`src/rtl/core/ebcie_pkg.sv`:
```
// Shared types and constants for the 8-bit instruction execute block.
package ebcie_pkg;

    localparam int MemBytes = 65536;
    localparam int MemAw    = $clog2(MemBytes);
    localparam int MemCount = MemBytes;

    typedef enum logic [4:0] {
        OP_LDFM = 5'd0,  OP_LDFI = 5'd1,  OP_LDFR = 5'd2,  OP_STOR = 5'd3,
        OP_SWPR = 5'd4,  OP_SWPM = 5'd5,  OP_PULR = 5'd6,  OP_PSHR = 5'd7,
        OP_PSHM = 5'd8,  OP_PULC = 5'd9,  OP_PSHC = 5'd10, OP_PULF = 5'd11,
        OP_PSHF = 5'd12, OP_AND  = 5'd13, OP_EOR  = 5'd14, OP_ORA  = 5'd15,
        OP_NOT  = 5'd16, OP_ADD  = 5'd17, OP_SUB  = 5'd18, OP_JMP  = 5'd19,
        OP_HALT = 5'd20
    } t_op;

    localparam logic [15:0] PcReset = 16'hFFFD;

    typedef struct packed {
        logic [4:0]  op;
        logic [2:0]  first_reg;
        logic [2:0]  second_reg;
        logic [7:0]  immediate;
        logic [15:0] first_address;
        logic [15:0] second_address;
        logic [2:0]  len;
    } t_instr;

    typedef struct packed {
        logic [15:0] program_counter;
        logic        carry_flag;
        logic        zero_flag;
        logic        overflow_flag;
        logic        sign_flag;
        logic [7:0]  dest_value;
        logic        halted;
    } t_result;

    function automatic logic [2:0] instr_len(input logic [4:0] op);
        logic [2:0] l;
        l = 3'd1;
        case (op)
            OP_LDFM, OP_STOR: l = 3'd4;
            OP_LDFI, OP_LDFR, OP_SWPR, OP_PSHM, OP_AND, OP_EOR, OP_ORA, OP_ADD: l = 3'd3;
            OP_SWPM: l = 3'd5;
            OP_PULR, OP_PSHR, OP_NOT: l = 3'd2;
            default: l = 3'd1;
        endcase
        return l;
    endfunction

endpackage

```
`src/rtl/core/ebcie_if.sv`:
```
// Valid/ready channel interfaces for requests and results.
interface ebcie_in_if;
    logic                valid;
    logic                ready;
    logic [4:0]          op;
    logic [2:0]          first_reg;
    logic [2:0]          second_reg;
    logic [7:0]          immediate;
    logic [15:0]         first_address;
    logic [15:0]         second_address;
    modport source (output valid, op, first_reg, second_reg, immediate,
                    first_address, second_address, input ready);
    modport sink   (input valid, op, first_reg, second_reg, immediate,
                    first_address, second_address, output ready);
endinterface


```
`src/rtl/core/ebcie_front.sv`:
```
// Front end: accept requests, tag length, hold them in a two-entry queue.
module ebcie_front (
    input  logic                 i_clk,
    input  logic                 i_rst_n,
    ebcie_in_if.sink             in_ch,
    output logic                 o_valid,
    output ebcie_pkg::t_instr    o_instr,
    input  logic                 i_take
);
    ebcie_pkg::t_instr r_q [2];
    logic [1:0] r_cnt;
    logic       r_rd;
    logic       push;
    logic       pop;
    ebcie_pkg::t_instr n_in;

    assign in_ch.ready = (r_cnt != 2'd2);
    assign push = in_ch.valid && in_ch.ready;
    assign o_valid = (r_cnt != 2'd0);
    assign pop = o_valid && i_take;
    assign o_instr = r_q[r_rd];

    always_comb begin
        n_in.op             = in_ch.op;
        n_in.first_reg      = in_ch.first_reg;
        n_in.second_reg     = in_ch.second_reg;
        n_in.immediate      = in_ch.immediate;
        n_in.first_address  = in_ch.first_address;
        n_in.second_address = in_ch.second_address;
        n_in.len            = ebcie_pkg::instr_len(in_ch.op);
    end

    always_ff @(posedge i_clk) begin
        if (!i_rst_n) begin
            r_cnt <= 2'd0;
            r_rd  <= 1'b0;
        end else begin
            r_cnt <= r_cnt + {1'b0, push} - {1'b0, pop};
            if (pop) r_rd <= ~r_rd;
        end
        if (push) r_q[r_rd ^ r_cnt[0]] <= n_in;
    end
endmodule

```
`src/flat_wrapper.sv`:
```
// flat-port wrapper written by rule: the top's interface ports become plain ports
module ebcie_front_flat 
  (i_clk, i_rst_n, o_valid, o_instr, i_take, in_ch_valid, in_ch_op, in_ch_first_reg, in_ch_second_reg, in_ch_immediate, in_ch_first_address, in_ch_second_address, in_ch_ready);
  ebcie_in_if in_ch_i ();
  input  logic i_clk;
  input  logic i_rst_n;
  output logic o_valid;
  output ebcie_pkg::t_instr o_instr;
  input  logic i_take;
  input wire logic [$bits(in_ch_i.valid)-1:0] in_ch_valid;
  input wire logic [$bits(in_ch_i.op)-1:0] in_ch_op;
  input wire logic [$bits(in_ch_i.first_reg)-1:0] in_ch_first_reg;
  input wire logic [$bits(in_ch_i.second_reg)-1:0] in_ch_second_reg;
  input wire logic [$bits(in_ch_i.immediate)-1:0] in_ch_immediate;
  input wire logic [$bits(in_ch_i.first_address)-1:0] in_ch_first_address;
  input wire logic [$bits(in_ch_i.second_address)-1:0] in_ch_second_address;
  output wire logic [$bits(in_ch_i.ready)-1:0] in_ch_ready;
  assign in_ch_i.valid = in_ch_valid;
  assign in_ch_i.op = in_ch_op;
  assign in_ch_i.first_reg = in_ch_first_reg;
  assign in_ch_i.second_reg = in_ch_second_reg;
  assign in_ch_i.immediate = in_ch_immediate;
  assign in_ch_i.first_address = in_ch_first_address;
  assign in_ch_i.second_address = in_ch_second_address;
  assign in_ch_ready = in_ch_i.ready;
  ebcie_front u_core (.i_clk(i_clk), .i_rst_n(i_rst_n), .in_ch(in_ch_i), .o_valid(o_valid), .o_instr(o_instr), .i_take(i_take));
endmodule
```
`config.mk`:
```
export PLATFORM = sky130hd
export DESIGN_NAME = ebcie_front_flat
export DESIGN_NICKNAME = d
export VERILOG_FILES = /design/src/rtl/core/ebcie_pkg.sv /design/src/rtl/core/ebcie_if.sv /design/src/rtl/core/ebcie_front.sv /design/src/flat_wrapper.sv
export SDC_FILE = /design/constraint.sdc
export NUM_CORES = 1
export LEC_CHECK = 0
export ABC_AREA = 1
export BUFFER_PORTS_ARGS = -buffer_cell sky130_fd_sc_hd__buf_2
export CAP_MARGIN = 20
export CELL_PAD_IN_SITES_DETAIL_PLACEMENT = 1
export CELL_PAD_IN_SITES_GLOBAL_PLACEMENT = 1
export CORE_MARGIN = 1
export CORE_UTILIZATION = 40
export CTS_BUF_LIST = sky130_fd_sc_hd__clkbuf_16
export DETAILED_ROUTE_END_ITERATION = 6
export MAX_ROUTING_LAYER = met4
export PLACE_DENSITY_LB_ADDON = 0.1
export SLEW_MARGIN = 20
export SYNTH_ARGS = -nofsm -noshare
export SYNTH_HDL_FRONTEND = slang
export SYNTH_SLANG_ARGS = --single-unit
```
`constraint.sdc`:
```
create_clock -name i_clk -period 7.3 [get_ports i_clk]
set_input_delay 0.365 -clock i_clk [delete_from_list [all_inputs] [get_ports i_clk]]
set_output_delay 0.365 -clock i_clk [all_outputs]
set_load 0.02 [all_outputs]
```
==> results.cfg, run 1 <==
[status]
status = finished, final reports clean

[worst_setup_path]
crit_type = register to primary output
cp_num_buf_inv = 1
crit_chain = mux2_2 > buf_2
cp.arrival_ns = 1.97
required_ns = 6.93
path_max_fanout = 54
critPathLaunchType = register
crit_slowest_cell = dfxtp_4
endpoint_kind = primary output
crit_path_max_incr_delay_ns = 1.01
crit_family = flip-flops

[global_routing]
first_global_vias = 2357
antenna_found_initial = 0
grtUsageTotal_pct = 14.1
grt_pass1_wl_mm = 11.7
overflow = 0
grt_max_degree = 55

[route]
drtIter0Drc = 77
drc = 0
vias = 2258
ant_nets = 0
drt_wl_total_mm = 7.66
wl_per_cell_um = 15.7
dr.pass1.iters = 4
avgViaCountPerCell = 4.64

[placement]
io_buffers = 110
gp_congestion = 0.723
dpl.hpwl_mm = 5.04

[sta]
tns_ns = 0
setup_viol = 0
rsz0062_at_grt = no
period_share_pct = 32.0
holdWs_ns = 0.206
period_needed_ns = 2.34
max_freq_mhz = 428
tightest_slew_ns = 1.02
fin_skew_ns = 0.00658
maxSlewHeadroom_pct = 31.8
slew_violations = 0
finalHoldViolCount = 0

[flow_run]
cap_viol_max_count = 0

[finish]
multi_input_area_mm2 = 0.00102
ff_latch_area_mm2 = 0.00333
num_antenna_cells = 0
fin_nets = 402
drive_above_1_share_pct = 53.0
fillers = 1062
area_delta_synth_final_pct = 21.0

[clock_tree]
clockRootBuffer = clkbuf_16
post_cts_resized = 0
clock-sinks = 112
worstSkewPairLatency_ns = 0.34
cts_tree = yes
cts_inserted_buffers = 9
clkSlewWorstSetupHoldPaths_ns = 0.07
h-tree-depth = 3
cts_max_path_buffers = 2
hold_buffers = 0
postCtsSetupBuffers = 0

[floorplanning]
die_x_um = 108
floorplan.die_area_mm2 = 0.0117
ios = 111
start_util_pct = 41.3
rows = 38
die_h_um = 108
core-area_mm2 = 0.0109

[logic_synthesis]
synth.area.top_cells = edfxtp_1 72%, mux2_4 17%, buf_12 2.2%
syn_avg_cell_area_um2 = 20.0
ys_seq_elements = 112
yosys.area.top_type = edfxtp_1
yosysWarnings = 0
syn_nets = 285
syn_area_mm2 = 0.00450
ys_seq_area_share_pct = 73.9
yosysUniqueCellTypes = 17
synth_top_area_share_pct = 72.1
synth_cells = 225

[power]
p_per_area_mw_per_mm2 = 400
leakagePower_nw = 2.19
irDropWorstVdd_uv = 249

[min_path]
hold_class = input port to register
==> logic make-up (layout without fill, tap and decap cells) <==
family	after synthesis	count (layout)	share of synthesized area, %
multiplexers	54	54	17.7
flip-flops	112	112	73.9
adder cells (fa/ha/maj)	5	5	1.39
AND/OR/NAND/NOR	30	30	2.78
XOR/XNOR	1	1	0.195
AO/OA/AOI/OAI	3	3	0.389
buffers and inverters	20	142	3.65
==> final cells by class <==
cell class / instances / area share [%]
clock inverter: 7 / 1.45
tap: 140 / 3.22
sequential: 112 / 61.1
multi-input combinational: 93 / 18.7
clock buffer: 9 / 4.14
timing repair buffer: 112 / 10.4
inverter: 14 / 0.966
==> cells in the mapped netlist (all sizes together) <==
cell type,instances
inv,14
edfxtp,108
o21a,1
buf,6
nor2,6
o21ai,1
dfxtp,4
a21oi,1
nand2,16
ha,5
mux2,54
nand3,6
xnor2,1
nand4,1
and2,1
==> registers in the layout (all words and copies together) (netlist names), named ones only <==
name,count
u_core.r_cnt,2
u_core.r_rd,1
u_core.r_q,108
==> through the flow <==
step / cells / utilization (%) / area (um2) / total power, W / setup WS (ns)
3_5_place_dp: 471 / 47.2 / 5140 / 0.00172 / 5.29
2_1_floorplan: 225 / - / 4500 / 0.00153 / 3.86
4_1_cts: 487 / 50.0 / 5440 / 0.00221 / 4.92
3_3_place_gp: 471 / 47.2 / 5140 / 0.00171 / 5.29
6_report: 487 / 50.0 / 5440 / 0.00218 / 4.96
5_1_grt: 487 / 50.0 / 5440 / 0.00229 / 4.87
==> path summary, 6_finish.rpt <==
| path | start | end | slack [ns] | cells after the start |
|---|---|---|---|---|
| max reg2reg | u_core.r_cnt[0]$_SDFF_PN0_ | u_core.r_q[0][27]$_DFFE_PP_ | 5.46 | 6 |
| max | register | o_instr[47] | 4.96 | 2 |
| min reg2reg | u_core.r_rd$_SDFFE_PN0P_ | register | 0.55 | 2 |
| min | in_ch_second_address[0] | u_core.r_q[0][3]$_DFFE_PP_ | 0.21 | 1 |
==> power by group <==
group          switching (W)  internal, W  leakage (nW)
Clock               0.000220     0.000270         0.150
Sequential         0.0000890     0.000917          1.04
Combinational       0.000380     0.000300         0.994
Total               0.000689      0.00149          2.19
==> routing by layer <==
layer	part of all wire [%]	wire [um]	global-route usage, %	vias to the layer above
met5	0	0	-	-
met4	1.8	137	6.46	0
met3	5.3	409	3.13	12
met2	49	3750	22.9	64
met1	44	3360	16.7	1109
li1	-	-	-	1073
==> placed cells by master (no fill, tap or decap), drive strengths merged <==
cell      count
nand4         1
nand2        16
mux2         54
bufinv        1
and2          1
clkbuf        9
buf         112
clkinvlp      1
inv          18
clkinv        1
o21ai         1
xnor2         1
edfxtp      108
ha            5
o21a          1
nand3         6
a21oi         1
dfxtp         4
nor2          6
No activity file was read; power rests on OpenSTA's default activity.
==> run 2: changes to the inputs <==
clock period = 2.33 ns   (was 7.3 ns; I/O delays follow)
==> results.cfg, run 2 (same netlist as run 1, synthesis figures left out) <==
[finish]
ff_latch_area_mm2 = 0.00333
drive_above_1_share_pct = 46.8
final_common_cell = buf_2
fin_nets = 455
largest_reg_flops = 108
final_cells = 540
layout_common_cells = 110 x buf_2, 108 x edfxtp_1, 50 x mux2_4, 48 x dlygate4sd3_1
fillers = 1039
area_delta_synth_final_pct = 32.3
multi_input_area_mm2 = 0.00102
num_antenna_cells = 0

[sta]
setup_viol = 0
tightest_slew_ns = 0.490
finalHoldViolCount = 0
holdWs_ns = 0.00513
slew_violations = 0
tns_ns = 0
fin_ws_ns = 0.448
fin_skew_ns = 0.00662
rsz0062_at_grt = no
max_freq_mhz = 531
maxSlewHeadroom_pct = 67.3
period_share_pct = 80.8
period_needed_ns = 1.88

[worst_setup_path]
crit_type = register to primary output
cp.arrival_ns = 1.77
regToRegSetupSlack_ns = 0.77
cp_num_buf_inv = 2
r2r-end = u_core.r_q[1][12]$_DFFE_PP_
crit_end = o_instr[52]
critPathLaunchType = register
crit_path_max_incr_delay_ns = 0.66
crit_cells = 3
crit_slowest_cell = dfxtp_4
endpoint_kind = primary output
crit_family = flip-flops
r2r_cells = 5
crit_chain = buf_4 > mux2_4 > buf_2
rr_startpoint = u_core.r_cnt[0]$_SDFF_PN0_
path_max_fanout = 26
required_ns = 2.21

[global_routing]
top_usage_layer = met2
use_met3_pct = 3.01
first_global_vias = 2643
grt_max_degree = 43
antenna_found_initial = 0
grt_pass1_wl_mm = 12.7
overflow = 0
grtUsageTotal_pct = 15.4
use_met2_pct = 26.5
met1_usage_pct = 16.9

[clock_tree]
hold_buffers = 48
clkSlewWorstSetupHoldPaths_ns = 0.06
cts_max_path_buffers = 2
h-tree-depth = 3
worstSkewPairLatency_ns = 0.33
post_cts_resized = 0
postCtsSetupBuffers = 0
clock-sinks = 112
clockRootBuffer = clkbuf_16
cts_inserted_buffers = 9
cts_tree = yes

[status]
status = finished, final reports clean

[placement]
post-place-cells = 476
gp_congestion = 0.712
io_buffers = 110
dpl.hpwl_mm = 5.46
pre_cts_slack_ns = 0.747

[floorplanning]
die_x_um = 108
core-area_mm2 = 0.0109
die_h_um = 108
rows = 38
start_util_pct = 41.3
ios = 111
floorplan.die_area_mm2 = 0.0117

[route]
vias = 2493
drt_wl_total_mm = 8.27
avgViaCountPerCell = 4.62
wl_per_cell_um = 15.3
drc = 0
drtIter0Drc = 68
ant_nets = 0
dr.pass1.iters = 4

[power]
p_per_area_mw_per_mm2 = 1140
leakagePower_nw = 2.40
irDropWorstVdd_uv = 564
total_power_w = 0.00678

[flow_run]
cap_viol_max_count = 0

[min_path]
hold_class = input port to register
run 2: cell count changes in the layout (fill, tap and decap cells not counted), moves of 2 or more:
cell / before / now
dlygate4sd3_1: 0 / 48
inv_6: 2 / 0
buf_4: 2 / 5
buf_12: 0 / 2
run 2: worst min path at each step:
stage	from	to	slack, ns	cells past startpoint
after floorplan	i_rst_n	u_core.r_cnt[0]$_SDFF_PN0_	0.21	2
after global placement	in_ch_immediate[6]	u_core.r_q[0][41]$_DFFE_PP_	0.31	1
after detailed placement	in_ch_second_address[14]	u_core.r_q[0][17]$_DFFE_PP_	0.31	1
after CTS	in_ch_op[3]	u_core.r_q[0][52]$_DFFE_PP_	0.00004	1
after global routing	in_ch_op[3]	u_core.r_q[0][52]$_DFFE_PP_	0.003	1
final	i_rst_n	u_core.r_cnt[0]$_SDFF_PN0_	0.005	3
run 2: worst min-delay path: stages:
cell and delay (ns):
buf_2 0.10, nand2_1 0.05, inv_1 0.04
run 2: area by class of cell:
class,instances,area share [%]
multi-input combinational,93,17.1
clock buffer,9,3.79
timing repair buffer,165,18.6
clock inverter,7,0.694
tap,140,2.94
inverter,14,0.883
sequential,112,55.9
run 2: where the power goes:
| group | internal (W) | switching, W | total (W) |
|---|---|---|---|
| Sequential | 0.00286 | 0.000205 | 0.00307 |
| Combinational | 0.00105 | 0.00130 | 0.00235 |
| Clock | 0.000716 | 0.000650 | 0.00137 |
| Total | 0.00463 | 0.00215 | 0.00678 |
run 2: stage by stage:
stage | area [um2] | utilization [%]
2_1_floorplan | 4510 | -
3_3_place_gp | 5200 | 47.8
3_5_place_dp | 5200 | 47.8
4_1_cts | 5950 | 54.6
5_1_grt | 5950 | 54.6
6_report | 5950 | 54.6
run 2: per-layer routing:
metal | vias to the layer above | share of wire (%) | routed length, um
met3 | 14 | 3.9 | 320
met2 | 68 | 53 | 4360
met5 | - | 0 | 0
li1 | 1184 | - | -
met1 | 1227 | 41 | 3410
met4 | 0 | 2.2 | 181
==> run 3: changes to the inputs <==
clock period = 1.8 ns   (was 2.33 ns; I/O delays follow)
==> results.cfg, run 3 (same netlist as run 1, synthesis figures left out) <==
[sta]
tightest_slew_ns = 0.335
finalHoldViolCount = 0
fin_skew_ns = 0.00563
period_needed_ns = 1.66
maxSlewHeadroom_pct = 77.7
rsz0062_at_grt = no
max_freq_mhz = 603
slew_violations = 0
tns_ns = 0
period_share_pct = 92.2
setup_viol = 0

[clock_tree]
clockRootBuffer = clkbuf_16
clkSlewWorstSetupHoldPaths_ns = 0.07
clock-sinks = 112
worstSkewPairLatency_ns = 0.34
cts_tree = yes
cts_max_path_buffers = 2
postCtsSetupBuffers = 0
h-tree-depth = 3
cts_inserted_buffers = 9

[finish]
ff_latch_area_mm2 = 0.00333
layout_common_cells = 110 x buf_2, 108 x edfxtp_1, 52 x dlygate4sd3_1, 50 x mux2_4, 14 x nand2_1
final_common_cell = buf_2
postLayoutCellArea_mm2 = 0.00602
area_delta_synth_final_pct = 33.8
drive_above_1_share_pct = 47.5
fin_nets = 457
largest_reg_flops = 108
num_antenna_cells = 0
fillers = 1023
multi_input_area_mm2 = 0.00103

[worst_setup_path]
crit_path_max_incr_delay_ns = 0.50
crit_type = register to primary output
path_max_fanout = 12
endpoint_kind = primary output
crit_slowest_cell = dfxtp_4
critPathLaunchType = register
cp.arrival_ns = 1.57
crit_chain = buf_4 > mux2_2 > buf_2
required_ns = 1.71

[power]
leakagePower_nw = 2.42
irDropWorstVdd_uv = 858
p_per_area_mw_per_mm2 = 1470
total_power_w = 0.00886

[flow_run]
cap_viol_max_count = 0

[min_path]
hold_class = input port to register

[route]
vias = 2484
dr.pass1.iters = 4
wl_per_cell_um = 15.3
ant_nets = 0
drtIter0Drc = 68
avgViaCountPerCell = 4.58
drc = 0
drt_wl_total_mm = 8.28

[floorplanning]
ios = 111
floorplan.die_area_mm2 = 0.0117
start_util_pct = 41.3
rows = 38
die_x_um = 108
core-area_mm2 = 0.0109
die_h_um = 108

[global_routing]
grtUsageTotal_pct = 15.1
grt_pass1_wl_mm = 12.5
first_global_vias = 2630
overflow = 0
grt_max_degree = 55
antenna_found_initial = 0

[placement]
dpl-instance-area_mm2 = 0.00522
dpl.hpwl_mm = 5.35
io_buffers = 110
gp_congestion = 0.756

[status]
status = finished, final reports clean
-- run 3: cell count changes in the layout (fill, tap and decap cells not counted), moves of 2 or more --
cell           previous run  this run
dlygate4sd3_1            48        52
inv_1                    16        13
clkinv_4                  2         4
nand2_1                  16        14
buf_4                     5         1
buf_12                    2         4
-- run 3: path summary, 6_finish.rpt --
kind / startpoint / slack, ns / depth (start not counted) / to
max: register / 0.14 / 3 / o_instr[48]
min: i_take / 0.08 / 4 / u_core.r_rd$_SDFFE_PN0P_
max reg2reg: u_core.r_cnt[1]$_SDFF_PN0_ / 0.22 / 8 / u_core.r_cnt[1]$_SDFF_PN0_
min reg2reg: u_core.r_rd$_SDFFE_PN0P_ / 0.56 / 2 / u_core.r_rd$_SDFFE_PN0P_
-- run 3: per-layer routing --
layer	wire, um	up-vias	GRT usage, %	share of wire (%)
li1	-	1194	-	-
met5	0	-	-	0
met3	284	9	2.77	3.4
met4	129	0	7.34	1.6
met2	4530	56	27.6	55
met1	3340	1225	15.6	40
-- run 3: critical path: cells and delay by family (launching register included) --
kind	cells	cell delay, ns
flops	1	0.50
mux	1	0.34
buf+inv	2	0.39
-- run 3: cell type report --
cell class	instances	share of cell area [%]
Timing Repair Buffer	167	19.3
Multi-Input combinational cell	93	17.1
Inverter	14	0.873
Clock buffer	9	3.74
Sequential cell	112	55.3
Tap cell	140	2.91
Clock inverter	7	0.811
-- run 3: per-stage QoR --
stage,hold slack (ns),setup slack [ns],cells,util (%)
after detailed placement,0.282,0.231,474,48.0
after floorplan,0.183,0.0200,225,-
after CTS,0.0737,0.109,542,55.3
final,0.0801,0.141,542,55.3
after global placement,0.279,0.321,474,48.0
after global routing,0.0984,0.0839,542,55.3
-- run 3: what timing repair did --
action | 4_1_cts | 5_1_grt
gates resized for setup | 0 | 0
hold endpoints to repair | 104 | 0
hold buffers | 52 | 0
-- run 3: where the power goes --
group | internal [W] | switching [W] | total [W] | leakage, nW
sequential | 0.00371 | 0.000224 | 0.00393 | 1.04
clock | 0.000938 | 0.000852 | 0.00179 | 0.137
combinational | 0.00139 | 0.00175 | 0.00313 | 1.25
total | 0.00603 | 0.00282 | 0.00886 | 2.42
